--- src/design/drss_pkg.sv ---
package drss_pkg;

  // Filter geometry.
  localparam int WINDOW_LENGTH = 3;
  localparam int SAMPLE_BITS   = 12;
  localparam int POS_W         = $clog2(WINDOW_LENGTH);
  localparam int SUM_W         = SAMPLE_BITS + $clog2(WINDOW_LENGTH);

  // Division of the window sum by WINDOW_LENGTH is a multiply by a rounded-up
  // reciprocal; with this shift the quotient is exact over the whole sum range.
  localparam int RECIP_SHIFT = SUM_W + $clog2(WINDOW_LENGTH);
  localparam logic [RECIP_SHIFT-1:0] RECIP =
    RECIP_SHIFT'((64'd1 << RECIP_SHIFT) / WINDOW_LENGTH + 64'd1);
  localparam int RPROD_W = SUM_W + RECIP_SHIFT;

  // Steering arithmetic.
  localparam int GAIN_W  = 8;
  localparam int DRIVE_W = 16;
  localparam int DIFF_W  = SAMPLE_BITS + 1;
  localparam int PROD_W  = DIFF_W + GAIN_W + 1;
  localparam int ACC_W   = PROD_W + 1;

  // Stream payload widths, rounded up to whole bytes.
  localparam int IN_FIELDS_W  = 2 * SAMPLE_BITS;
  localparam int IN_DATA_W    = ((IN_FIELDS_W + 7) / 8) * 8;
  localparam int OUT_FIELDS_W = 2 * DRIVE_W + 2 * SAMPLE_BITS;
  localparam int OUT_DATA_W   = ((OUT_FIELDS_W + 7) / 8) * 8;

  // Configuration port.
  localparam int CFG_IDX_W  = 3;
  localparam int CFG_DATA_W = 16;
  localparam logic [CFG_IDX_W-1:0] CFG_SENSOR_CEILING = 3'd0;
  localparam logic [CFG_IDX_W-1:0] CFG_STEER_GAIN     = 3'd1;
  localparam logic [CFG_IDX_W-1:0] CFG_BASE_DRIVE     = 3'd2;
  localparam logic [CFG_IDX_W-1:0] CFG_DRIVE_FLOOR    = 3'd3;
  localparam logic [CFG_IDX_W-1:0] CFG_DRIVE_CEILING  = 3'd4;

  // Pipeline load strobes handed to the lanes and to the merging stage.
  typedef struct packed {
    logic s1_load;  // an item is accepted: update ring, register sum
    logic s2_load;  // sum stage moves into the average register
  } lane_ctl_t;

  typedef struct packed {
    logic s3_load;  // averages move into the product stage
    logic s4_load;  // product stage moves into the output register
  } merge_ctl_t;

endpackage

--- src/design/drss_lane.sv ---
module drss_lane
  import drss_pkg::*;
(
  input  logic                   clk,
  input  logic                   rst_n,
  input  lane_ctl_t              ctl,
  input  logic [POS_W-1:0]       pos,
  input  logic [SAMPLE_BITS-1:0] sample,
  input  logic [SAMPLE_BITS-1:0] ceiling,
  output logic [SAMPLE_BITS-1:0] avg
);

  logic [SAMPLE_BITS-1:0] win_r   [WINDOW_LENGTH];
  logic [SAMPLE_BITS-1:0] win_nxt [WINDOW_LENGTH];
  logic [SAMPLE_BITS-1:0] clamped;
  logic [SUM_W-1:0]       sum_nxt;
  logic [SUM_W-1:0]       sum_r;
  logic [RPROD_W-1:0]     rprod;
  logic [SAMPLE_BITS-1:0] avg_r;

  assign clamped = (sample > ceiling) ? ceiling : sample;

  // The new sample replaces the oldest entry; the sum covers the updated ring.
  always_comb begin
    sum_nxt = '0;
    for (int i = 0; i < WINDOW_LENGTH; i++) begin
      win_nxt[i] = (pos == POS_W'(i)) ? clamped : win_r[i];
      sum_nxt    = sum_nxt + SUM_W'(win_nxt[i]);
    end
  end

  always_ff @(posedge clk) begin
    if (!rst_n) begin
      for (int i = 0; i < WINDOW_LENGTH; i++) begin
        win_r[i] <= '0;
      end
    end else if (ctl.s1_load) begin
      for (int i = 0; i < WINDOW_LENGTH; i++) begin
        win_r[i] <= win_nxt[i];
      end
    end
  end

  always_ff @(posedge clk) begin
    if (ctl.s1_load) begin
      sum_r <= sum_nxt;
    end
  end

  assign rprod = RPROD_W'(sum_r) * RPROD_W'(RECIP);

  always_ff @(posedge clk) begin
    if (ctl.s2_load) begin
      avg_r <= rprod[RECIP_SHIFT +: SAMPLE_BITS];
    end
  end

  assign avg = avg_r;

endmodule

--- src/design/drss_merge.sv ---
module drss_merge
  import drss_pkg::*;
(
  input  logic                   clk,
  input  merge_ctl_t             ctl,
  input  logic [SAMPLE_BITS-1:0] left_avg,
  input  logic [SAMPLE_BITS-1:0] right_avg,
  input  logic [GAIN_W-1:0]      gain,
  input  logic [DRIVE_W-1:0]     base,
  input  logic [DRIVE_W-1:0]     floor_val,
  input  logic [DRIVE_W-1:0]     ceil_val,
  output logic [DRIVE_W-1:0]     left_drive,
  output logic [DRIVE_W-1:0]     right_drive,
  output logic [SAMPLE_BITS-1:0] left_average,
  output logic [SAMPLE_BITS-1:0] right_average
);

  logic signed [DIFF_W-1:0] diff;
  logic signed [PROD_W-1:0] prod;
  logic signed [PROD_W-1:0] prod_r;
  logic [SAMPLE_BITS-1:0]   la_r;
  logic [SAMPLE_BITS-1:0]   ra_r;
  logic signed [ACC_W-1:0]  base_ext;
  logic signed [ACC_W-1:0]  prod_ext;
  logic signed [ACC_W-1:0]  left_acc;
  logic signed [ACC_W-1:0]  right_acc;
  logic [DRIVE_W-1:0]       ldrv_r;
  logic [DRIVE_W-1:0]       rdrv_r;
  logic [SAMPLE_BITS-1:0]   lavg_r;
  logic [SAMPLE_BITS-1:0]   ravg_r;

  // The ceiling test wins over the floor test when the two overlap.
  function automatic logic [DRIVE_W-1:0] clamp_drive(
    input logic signed [ACC_W-1:0] v,
    input logic [DRIVE_W-1:0]      lo,
    input logic [DRIVE_W-1:0]      hi
  );
    logic signed [ACC_W-1:0] lo_ext;
    logic signed [ACC_W-1:0] hi_ext;
    lo_ext = $signed({{(ACC_W-DRIVE_W){1'b0}}, lo});
    hi_ext = $signed({{(ACC_W-DRIVE_W){1'b0}}, hi});
    if (v > hi_ext) begin
      clamp_drive = hi;
    end else if (v < lo_ext) begin
      clamp_drive = lo;
    end else begin
      clamp_drive = v[DRIVE_W-1:0];
    end
  endfunction

  assign diff = $signed({1'b0, left_avg}) - $signed({1'b0, right_avg});
  assign prod = PROD_W'(diff) * $signed({{(PROD_W-GAIN_W){1'b0}}, gain});

  always_ff @(posedge clk) begin
    if (ctl.s3_load) begin
      prod_r <= prod;
      la_r   <= left_avg;
      ra_r   <= right_avg;
    end
  end

  assign base_ext  = $signed({{(ACC_W-DRIVE_W){1'b0}}, base});
  assign prod_ext  = {prod_r[PROD_W-1], prod_r};
  assign left_acc  = base_ext + prod_ext;
  assign right_acc = base_ext - prod_ext;

  always_ff @(posedge clk) begin
    if (ctl.s4_load) begin
      ldrv_r <= clamp_drive(left_acc, floor_val, ceil_val);
      rdrv_r <= clamp_drive(right_acc, floor_val, ceil_val);
      lavg_r <= la_r;
      ravg_r <= ra_r;
    end
  end

  assign left_drive    = ldrv_r;
  assign right_drive   = rdrv_r;
  assign left_average  = lavg_r;
  assign right_average = ravg_r;

endmodule

--- src/design/dual_range_sensor_steering_unit.sv ---
// Dual range sensor steering unit.
// The input stream (in_tvalid, in_tready, in_tdata) carries one item per pair of
// distance readings, left and right. Each reading is clamped to the sensor ceiling,
// put into its own three-entry ring, and the ring mean is taken. The left-minus-
// right difference of the means, times the steering gain, is added to the base
// drive for the left motor and subtracted for the right motor; both drives are
// then clamped to the drive limits. The output stream (out_tvalid, out_tready,
// out_tdata) carries one item per input item with both drives and both means.
// The two sides run in parallel lanes and a merging stage forms the drives.
// Throughput is one item per cycle while the receiver takes items; the ring
// update and sum are done in the cycle an item is accepted, so one item can
// follow the next directly. The pipeline stages are the ring sum, the
// reciprocal multiply for the mean, the gain multiply, and the add and clamp.
// When the receiver stalls, the output register holds its item and each stage
// keeps accepting until the stage behind it is occupied.
// Reset clears the rings and the ring position to zero, empties the pipeline
// and loads the register defaults. The cfg_ port writes one register per cycle
// with cfg_we and should only be used while the block holds no items.
module dual_range_sensor_steering_unit
  import drss_pkg::*;
(
  input  logic                  clk,
  input  logic                  rst_n,
  input  logic                  in_tvalid,
  output logic                  in_tready,
  // [11:0] left_sample, [23:12] right_sample
  input  logic [IN_DATA_W-1:0]  in_tdata,
  output logic                  out_tvalid,
  input  logic                  out_tready,
  // [15:0] left_drive, [31:16] right_drive, [43:32] left_average,
  // [55:44] right_average
  output logic [OUT_DATA_W-1:0] out_tdata,
  input  logic                  cfg_we,
  input  logic [CFG_IDX_W-1:0]  cfg_index,
  input  logic [CFG_DATA_W-1:0] cfg_wdata
);

  // Configuration registers.
  logic [SAMPLE_BITS-1:0] sensor_ceiling_r;
  logic [GAIN_W-1:0]      steer_gain_r;
  logic [DRIVE_W-1:0]     base_drive_r;
  logic [DRIVE_W-1:0]     drive_floor_r;
  logic [DRIVE_W-1:0]     drive_ceiling_r;

  always_ff @(posedge clk) begin
    if (!rst_n) begin
      sensor_ceiling_r <= SAMPLE_BITS'(900);
      steer_gain_r     <= GAIN_W'(5);
      base_drive_r     <= DRIVE_W'(550);
      drive_floor_r    <= DRIVE_W'(500);
      drive_ceiling_r  <= DRIVE_W'(1000);
    end else if (cfg_we) begin
      case (cfg_index)
        CFG_SENSOR_CEILING: sensor_ceiling_r <= cfg_wdata[SAMPLE_BITS-1:0];
        CFG_STEER_GAIN:     steer_gain_r     <= cfg_wdata[GAIN_W-1:0];
        CFG_BASE_DRIVE:     base_drive_r     <= cfg_wdata[DRIVE_W-1:0];
        CFG_DRIVE_FLOOR:    drive_floor_r    <= cfg_wdata[DRIVE_W-1:0];
        CFG_DRIVE_CEILING:  drive_ceiling_r  <= cfg_wdata[DRIVE_W-1:0];
        default: begin
        end
      endcase
    end
  end

  // Pipeline occupancy. A stage may load whenever it is empty or the stage
  // behind it loads in the same cycle.
  logic v1_r, v2_r, v3_r, v4_r;
  logic rdy1, rdy2, rdy3, rdy4;

  assign rdy4 = !v4_r || out_tready;
  assign rdy3 = !v3_r || rdy4;
  assign rdy2 = !v2_r || rdy3;
  assign rdy1 = !v1_r || rdy2;

  always_ff @(posedge clk) begin
    if (!rst_n) begin
      v1_r <= 1'b0;
      v2_r <= 1'b0;
      v3_r <= 1'b0;
      v4_r <= 1'b0;
    end else begin
      if (rdy1) v1_r <= in_tvalid;
      if (rdy2) v2_r <= v1_r;
      if (rdy3) v3_r <= v2_r;
      if (rdy4) v4_r <= v3_r;
    end
  end

  lane_ctl_t  lane_ctl;
  merge_ctl_t merge_ctl;
  logic       accept;

  assign in_tready         = rdy1;
  assign accept            = in_tvalid && rdy1;
  assign lane_ctl.s1_load  = accept;
  assign lane_ctl.s2_load  = rdy2 && v1_r;
  assign merge_ctl.s3_load = rdy3 && v2_r;
  assign merge_ctl.s4_load = rdy4 && v3_r;

  // Ring position shared by both lanes; it moves on every accepted item.
  logic [POS_W-1:0] pos_r;
  logic [POS_W-1:0] pos_nxt;

  assign pos_nxt = (pos_r == POS_W'(WINDOW_LENGTH - 1)) ? '0 : pos_r + POS_W'(1);

  always_ff @(posedge clk) begin
    if (!rst_n) begin
      pos_r <= '0;
    end else if (accept) begin
      pos_r <= pos_nxt;
    end
  end

  logic [SAMPLE_BITS-1:0] left_avg;
  logic [SAMPLE_BITS-1:0] right_avg;

  drss_lane u_left_lane (
    .clk     (clk),
    .rst_n   (rst_n),
    .ctl     (lane_ctl),
    .pos     (pos_r),
    .sample  (in_tdata[SAMPLE_BITS-1:0]),
    .ceiling (sensor_ceiling_r),
    .avg     (left_avg)
  );

  drss_lane u_right_lane (
    .clk     (clk),
    .rst_n   (rst_n),
    .ctl     (lane_ctl),
    .pos     (pos_r),
    .sample  (in_tdata[2*SAMPLE_BITS-1:SAMPLE_BITS]),
    .ceiling (sensor_ceiling_r),
    .avg     (right_avg)
  );

  logic [DRIVE_W-1:0]     left_drive;
  logic [DRIVE_W-1:0]     right_drive;
  logic [SAMPLE_BITS-1:0] left_average;
  logic [SAMPLE_BITS-1:0] right_average;

  drss_merge u_merge (
    .clk           (clk),
    .ctl           (merge_ctl),
    .left_avg      (left_avg),
    .right_avg     (right_avg),
    .gain          (steer_gain_r),
    .base          (base_drive_r),
    .floor_val     (drive_floor_r),
    .ceil_val      (drive_ceiling_r),
    .left_drive    (left_drive),
    .right_drive   (right_drive),
    .left_average  (left_average),
    .right_average (right_average)
  );

  assign out_tvalid = v4_r;
  assign out_tdata  = {{(OUT_DATA_W-OUT_FIELDS_W){1'b0}},
                       right_average, left_average, right_drive, left_drive};

`ifndef SYNTH
  // The ring position never leaves the window.
  a_pos_range: assert property (@(posedge clk) disable iff (!rst_n)
    pos_r < POS_W'(WINDOW_LENGTH))
    else $error("ring position out of range");

  // An accepted item always occupies the first stage on the next cycle.
  a_accept_fills: assert property (@(posedge clk) disable iff (!rst_n)
    accept |=> v1_r)
    else $error("accepted item lost at first stage");

  // With sane limits both delivered drives lie within them.
  a_drive_bounds: assert property (@(posedge clk) disable iff (!rst_n)
    (out_tvalid && (drive_floor_r <= drive_ceiling_r)) |->
      (left_drive >= drive_floor_r) && (left_drive <= drive_ceiling_r) &&
      (right_drive >= drive_floor_r) && (right_drive <= drive_ceiling_r))
    else $error("drive outside limits");
`endif

endmodule
--- config.mk ---
export PLATFORM = sky130hd
export DESIGN_NAME = dual_range_sensor_steering_unit
export DESIGN_NICKNAME = d
export VERILOG_FILES = /design/src/design/drss_pkg.sv /design/src/design/drss_lane.sv /design/src/design/drss_merge.sv /design/src/design/dual_range_sensor_steering_unit.sv
export SDC_FILE = /design/constraint.sdc
export NUM_CORES = 1
export LEC_CHECK = 0
export BUFFER_PORTS_ARGS = -buffer_cell sky130_fd_sc_hd__buf_2
export CAP_MARGIN = 20
export CORE_MARGIN = 2
export CORE_UTILIZATION = 67
export CTS_BUF_LIST = sky130_fd_sc_hd__clkbuf_4 sky130_fd_sc_hd__clkbuf_8 sky130_fd_sc_hd__clkbuf_16
export DETAILED_ROUTE_END_ITERATION = 10
export GPL_TIMING_DRIVEN = 1
export PLACE_DENSITY = 0.93
export SETUP_SLACK_MARGIN = 0.15
export SLEW_MARGIN = 10
export SYNTH_ARGS = -nofsm -noshare
export SYNTH_HDL_FRONTEND = slang
export SYNTH_SLANG_ARGS = --single-unit
--- constraint.sdc ---
create_clock -name clk -period 14.68 [get_ports clk]
set_input_delay 1.468 -clock clk [delete_from_list [all_inputs] [get_ports clk]]
set_output_delay 1.468 -clock clk [all_outputs]
set_load 0.1 [all_outputs]
Word level (Yosys, flattened, before mapping) --
Memory sizes are Yosys's and may differ from the RTL's. Cells that the tools add are included.
Word-level totals: bits in read-only memories 0, input port bits 48, memories kept 2, word-level logic and storage cells 94, bits in writable memories 72, flip-flop bits (word level) 228, latch bits 0
Cells by class: add/subtract/negate cells 8, equal/unequal tests 6, bitwise gates (word level) 6, shifts and indexed selects 0, multipliers 3, $lt $le $gt $ge 6, reductions and logical operators 19, div/mod/pow operators 0, muxes and demuxes 23
Memory list:
- u_left_lane.win_r | words 3, bits a word 12, rd ports 3, clocked after Yosys merged registers in 0, write ports 3, RTL line drss_lane.sv:13 | logic [SAMPLE_BITS-1:0] win_r [WINDOW_LENGTH];
- u_right_lane.win_r | words 3, bits a word 12, rd ports 3, clocked after Yosys merged registers in 0, write ports 3, RTL line drss_lane.sv:13
Operator list (count):
- two-way mux 12 bit | 14
- two-way mux 16 bit | 4
- multiplier 14 x 14 -> 27 bit, second input constant | 2
- > comparator 23 x 17 -> 1 bit | 2
- < comparator 23 x 17 -> 1 bit | 2
- adder 14 x 12 -> 14 bit | 2
- adder 12 x 12 -> 13 bit | 2
- > comparator 12 bit | 2
- adder 17 x 22 -> 23 bit | 1
- subtractor 17 x 22 -> 23 bit | 1
- multiplier 13 x 9 -> 22 bit | 1
- subtractor 12 x 12 -> 13 bit | 1
- AND reduction 2 bit | 5
- == test 3 x 2 -> 1 bit, second input constant | 2
- OR 1 bit | 6
- logical AND 1 bit | 4
- zero test 1 bit | 4
- logical OR 1 bit | 4
- two-way mux 1 bit | 4
- == test 3 x 1 -> 1 bit, second input constant | 1
- == test 3 bit, second input constant | 1
- zero test 3 bit | 1
- adder 2 x 1 -> 2 bit, second input constant | 1
- == test 2 x 1 -> 1 bit, second input constant | 1
- other kinds (3) | 3

Longest topological paths before layout --
depth after elaboration 10, depth in mapped cells 28, depth with buffers taken out 28

Cells and area by module --
A second synthesis with hierarchy kept.
Unflattened totals: cell total of the unflattened synthesis 2974, area, all modules 28902.7 sq um
Modules (own cells, without submodules):
- drss_merge | area an instance 11940.2 sq um, cells an instance 1261, instances 1, seq. area each 3062.9 sq um
- drss_lane at u_left_lane | area an instance 7094.3 sq um, cells an instance 703, instances 1, seq. area each 1861.8 sq um
- drss_lane at u_right_lane | area an instance 7090.6 sq um, cells an instance 701, instances 1, seq. area each 1861.8 sq um
- dual_range_sensor_steering_unit | area an instance 2777.7 sq um, cells an instance 309, instances 1, seq. area each 1481.4 sq um

Worst setup path before layout --
OpenSTA, ideal clock, no wires.
path type register to register, from register u_right_lane.avg_r[0] (netlist: u_right_lane.avg[0]), to register u_merge.prod_r[20], data pin, path buffers 0, arrival time 6.242 ns, period minus slack after synthesis 6.499 ns, cell stages (with the launch flop) 25, setup slack 8.181 ns, setup time 0.258 ns, data required time 14.422 ns, cells stage by stage edfxtp_1 -> ha_1 -> fa_1 -> nor2b_1 -> o21ai_0 -> a21boi_0 -> o21ai_0 -> a21boi_0 -> o21ai_0 -> nor2b_1 -> o211a_1 -> o21ai_0 -> fa_1 -> fa_1 -> inv_1 -> fa_1 -> inv_1 -> fa_1 -> inv_1 -> ha_1 -> or3_1 -> o31ai_1 -> o211ai_1 -> a21oi_1 -> xnor2_1
On the way: word-level cells in the longest chain between the ends 2
Ends and longest elaborated chain:
- from (decl) | RTL line drss_lane.sv:19 | logic [SAMPLE_BITS-1:0] avg_r;
- from (signal assigned) | RTL line drss_lane.sv:54 | avg_r <= rprod[RECIP_SHIFT +: SAMPLE_BITS];
- subtractor 12 x 12 -> 13 bit | RTL line drss_merge.sv:51 | assign diff = $signed({1'b0, left_avg}) - $signed({1'b0, right_avg});
- multiplier 13 x 9 -> 22 bit | RTL line drss_merge.sv:52 | assign prod = PROD_W'(diff) * $signed({{(PROD_W-GAIN_W){1'b0}}, gain});
- via u_merge.prod[20] | RTL line drss_merge.sv:19 | logic signed [PROD_W-1:0] prod;
- to (signal assigned) | RTL line drss_merge.sv:56 | prod_r <= prod;
- to (decl) | RTL line drss_merge.sv:20 | logic signed [PROD_W-1:0] prod_r;
The timed path passes the listed nets, and every way through them passes these cells. A chain may end at the register's enable or synchronous reset.

Worst setup path in the final report --
from register u_right_lane.avg_r[0] (netlist: u_right_lane.avg[0]), to register u_merge.prod_r[21], data pin
Same word-level chain as after synthesis.

==> results.sh <==
export IMPL_status="complete, no violations"
export IMPL_synth_distinct_cells=76
export IMPL_num_rows=75
export IMPL_min_period_ps=7700
export IMPL_hold_violations=0
export IMPL_cp_data_arrival_time_ps=8010
export IMPL_cts_tree="yes"
export IMPL_clock_fmax_mhz=130
export IMPL_cts_buffers=35
export IMPL_first_pass_iters=6
export IMPL_syn_avg_cell_area_um2=9.73
export IMPL_numClockSinks=300
export IMPL_hold_class="reg -> reg"
export IMPL_fin_crit_sh_pct=52.5
export IMPL_synth_seq_cells=300
export IMPL_cts_root_buf="clkbuf_16"
export IMPL_syn_num_nets=3551
export IMPL_worstMarginPinSlew_ps=1040
export IMPL_post_cts_buffers=0
export IMPL_slew_headroom_pct=28.7
export IMPL_drt_iter0_markers=1906
export IMPL_fill_cells=2710
export IMPL_grt_pass1_wl_mm=114
export IMPL_vias=21822
export IMPL_htreeDepth=2
export IMPL_ys_flop_type="edfxtp_1"
export IMPL_crit_fanout=8
export IMPL_start_util_pct=67.5
export IMPL_dieWidth_um=209
export IMPL_critPathCaptureType="flop"
export IMPL_pin_count=106
export IMPL_grt_overflow_total=0
export IMPL_dp_hpwl_mm=53.8
export IMPL_vias_per_cell=6.19
export IMPL_grt_pass1_vias=22558
export IMPL_syn_area_mm2=0.0282
export IMPL_crit_buf_inv=3
export IMPL_drv_slew=0
export IMPL_fin_tns_setup_ps=0
export IMPL_diodes=0
export IMPL_critical_path_max_stage_delay_ps=660
export IMPL_placed_area_mm2=0.0291
export IMPL_final_nets=3616
export IMPL_ys_warn_count=0
export IMPL_die_y_um=209
export IMPL_setup_viol=0
export IMPL_path_clk_slew_ps=70
export IMPL_path_class="reg -> reg"
export IMPL_grt_max_degree=77
export IMPL_drtAntennaViolNets=0
export IMPL_drive_above_1_share_pct=7.53
export IMPL_syn_inst=2897
export IMPL_synth_edff_count=226
export IMPL_ys_seq_area_share_pct=29.3
export IMPL_start_kind="flop"
export IMPL_crit_required_ps=14990
export IMPL_cts_path_max_buffers=3
export IMPL_crit_path_frequent_cell="o21ai_0"
export IMPL_antenna_found_initial=0
export IMPL_cap_violations=0
export IMPL_cts_resized=0
export IMPL_drt_wl_total_mm=70.0
export IMPL_core_mm2=0.0418
export IMPL_portBuffers=105
export IMPL_async_reset_ff_share_pct=0
export IMPL_finalClockSkew_ps=15.9
export IMPL_grt_use_total_pct=32.6
export IMPL_area_growth_pct=7.50
export IMPL_slowest_stage="xnor2_1"
export IMPL_gp_congestion=0.962
export IMPL_crit_family="adder cells"
export IMPL_dieArea_mm2=0.0437
export IMPL_clkLatencyLatePin_ps=570
export IMPL_reg2reg_setup_slack_ps=6980
export IMPL_rsz0062_at_grt="no"
export IMPL_route_detailed_drc=0
export IMPL_final_area_mm2=0.0303
export IMPL_post_drt_wl_per_cell_um=19.8
export IMPL_cts_hold_buf=0
final timing paths:
| path | depth (start not counted) | end | from |
|---|---|---|---|
| min | 0 | u_merge.right_average[3] | u_merge.ra_r[3] |
| min reg2reg | 0 | u_merge.right_average[3] | u_merge.ra_r[3] |
| max | 27 | u_merge.prod_r[21] | u_right_lane.avg[0] |
| max reg2reg | 27 | u_merge.prod_r[21] | u_right_lane.avg[0] |
placed cells by master, fill, tap and decap left out, types with 19 or more instances in the layout:
cell,netlist,routed
inv_1,480,480
ha_1,403,403
edfxtp_1,226,226
nand2_1,223,221
fa_1,203,203
nor2_1,193,192
a21oi_1,166,166
buf_2,13,105
xnor2_1,94,94
a211oi_1,89,88
dfxtp_1,74,74
o21ai_0,69,69
a21boi_0,61,60
nor2b_1,49,45
o211ai_1,41,41
and2_1,37,37
clkbuf_16,0,36
nor3_1,35,35
a21o_1,34,34
nand3_1,33,33
mux2i_1,29,29
nand2b_1,28,28
o21a_1,26,26
xor2_1,21,21
o21bai_1,19,19
through the flow:
stage / setup slack (ps) / util (%) / hold WS (ps) / cells
CTS: 7090 / 72.5 / 414 / 3526
global route: 6620 / 72.5 / 422 / 3528
finish: 6980 / 72.5 / 412 / 3528
global placement: 7600 / 69.7 / 405 / 3462
floorplan: 8180 / - / 400 / 2897
detailed placement: 7170 / 69.7 / 405 / 3462
worst register-to-register path, delay by kind of cell (launching register included):
kind                       cells  cell delay [ps]
adders and majority gates      7             3040
AOI/OAI and AO/OA             11             2500
xor gates and xnor gates       2              760
and+or+nand+nor                4              570
DFF                            1              420
buffers and inverters          3              170
cell families after synthesis:
group	share of synthesized area, %
xor gates and xnor gates	3.57
AOI/OAI and AO/OA	14.8
adders and majority gates	32.3
and+or+nand+nor	10.9
DFF	29.3
buffers and inverters	7.80
muxes	1.27
cell usage after synthesis (all sizes together) (5+ instances only):
cell type	number	share of area, %
mux2i	29	1.0
nand3	34	0.62
buf	22	0.50
clkbuf	68	0.91
o21ai	71	1.3
nand4	18	0.40
a21boi	62	1.7
a2111oi	5	0.16
mux2	6	0.24
and3	13	0.29
o221ai	17	0.75
a21o	34	0.91
o21bai	19	0.51
nor3	35	0.62
a31oi	11	0.24
dfxtp	74	5.3
xnor2	94	2.9
xor2	21	0.65
a221oi	7	0.22
o31ai	8	0.21
or3	10	0.24
nor2	193	2.6
nor4	6	0.19
a222oi	9	0.32
fa	203	14
edfxtp	226	24
nor2b	49	1.1
o211ai	43	1.2
and2	37	0.82
ha	403	18
nand2	224	3.0
o21a	26	0.69
inv	480	6.4
nand2b	28	0.62
a21oi	166	2.9
a211oi	89	2.4
o31a	7	0.22
or2	8	0.18
routing by layer:
metal / track usage (%) / part of all wire (%) / vias to the layer above
met5: 0 / 0 / -
li1: - / - / 10090
met1: 39.5 / 39 / 10586
met2: 57.8 / 50 / 900
met4: 14.7 / 4.9 / 0
met3: 4.75 / 6.1 / 246
flip-flops by register name (all words and copies together), names as in the netlist, 2 cells and up:
register and flops:
u_left_lane.sum_r 14, sensor_ceiling_r 12, u_merge.right_average 12, u_left_lane.win_r 36, u_right_lane.avg 12, drive_floor_r 16
u_merge.prod_r 22, u_merge.ra_r 12, u_merge.left_average 12, u_right_lane.sum_r 14, u_left_lane.avg 12, u_right_lane.win_r 36
u_merge.la_r 12, u_merge.right_drive 16, u_merge.left_drive 16, steer_gain_r 8, pos_r 2, base_drive_r 16
drive_ceiling_r 16
layout make-up:
class | count | area (um^2) | share of cell area [%]
Clock inverter | 22 | 193 | 0.636
Timing Repair Buffer | 118 | 641 | 2.11
Tap cell | 539 | 674 | 2.23
Sequential cell | 300 | 8270 | 27.3
Clock buffer | 42 | 952 | 3.14
Inverter | 480 | 1800 | 5.95
Multi-Input combinational cell | 2027 | 17800 | 58.6
Power is not shown: default switching activity piles up to over one toggle a cycle in this logic, so the estimate is an artifact.
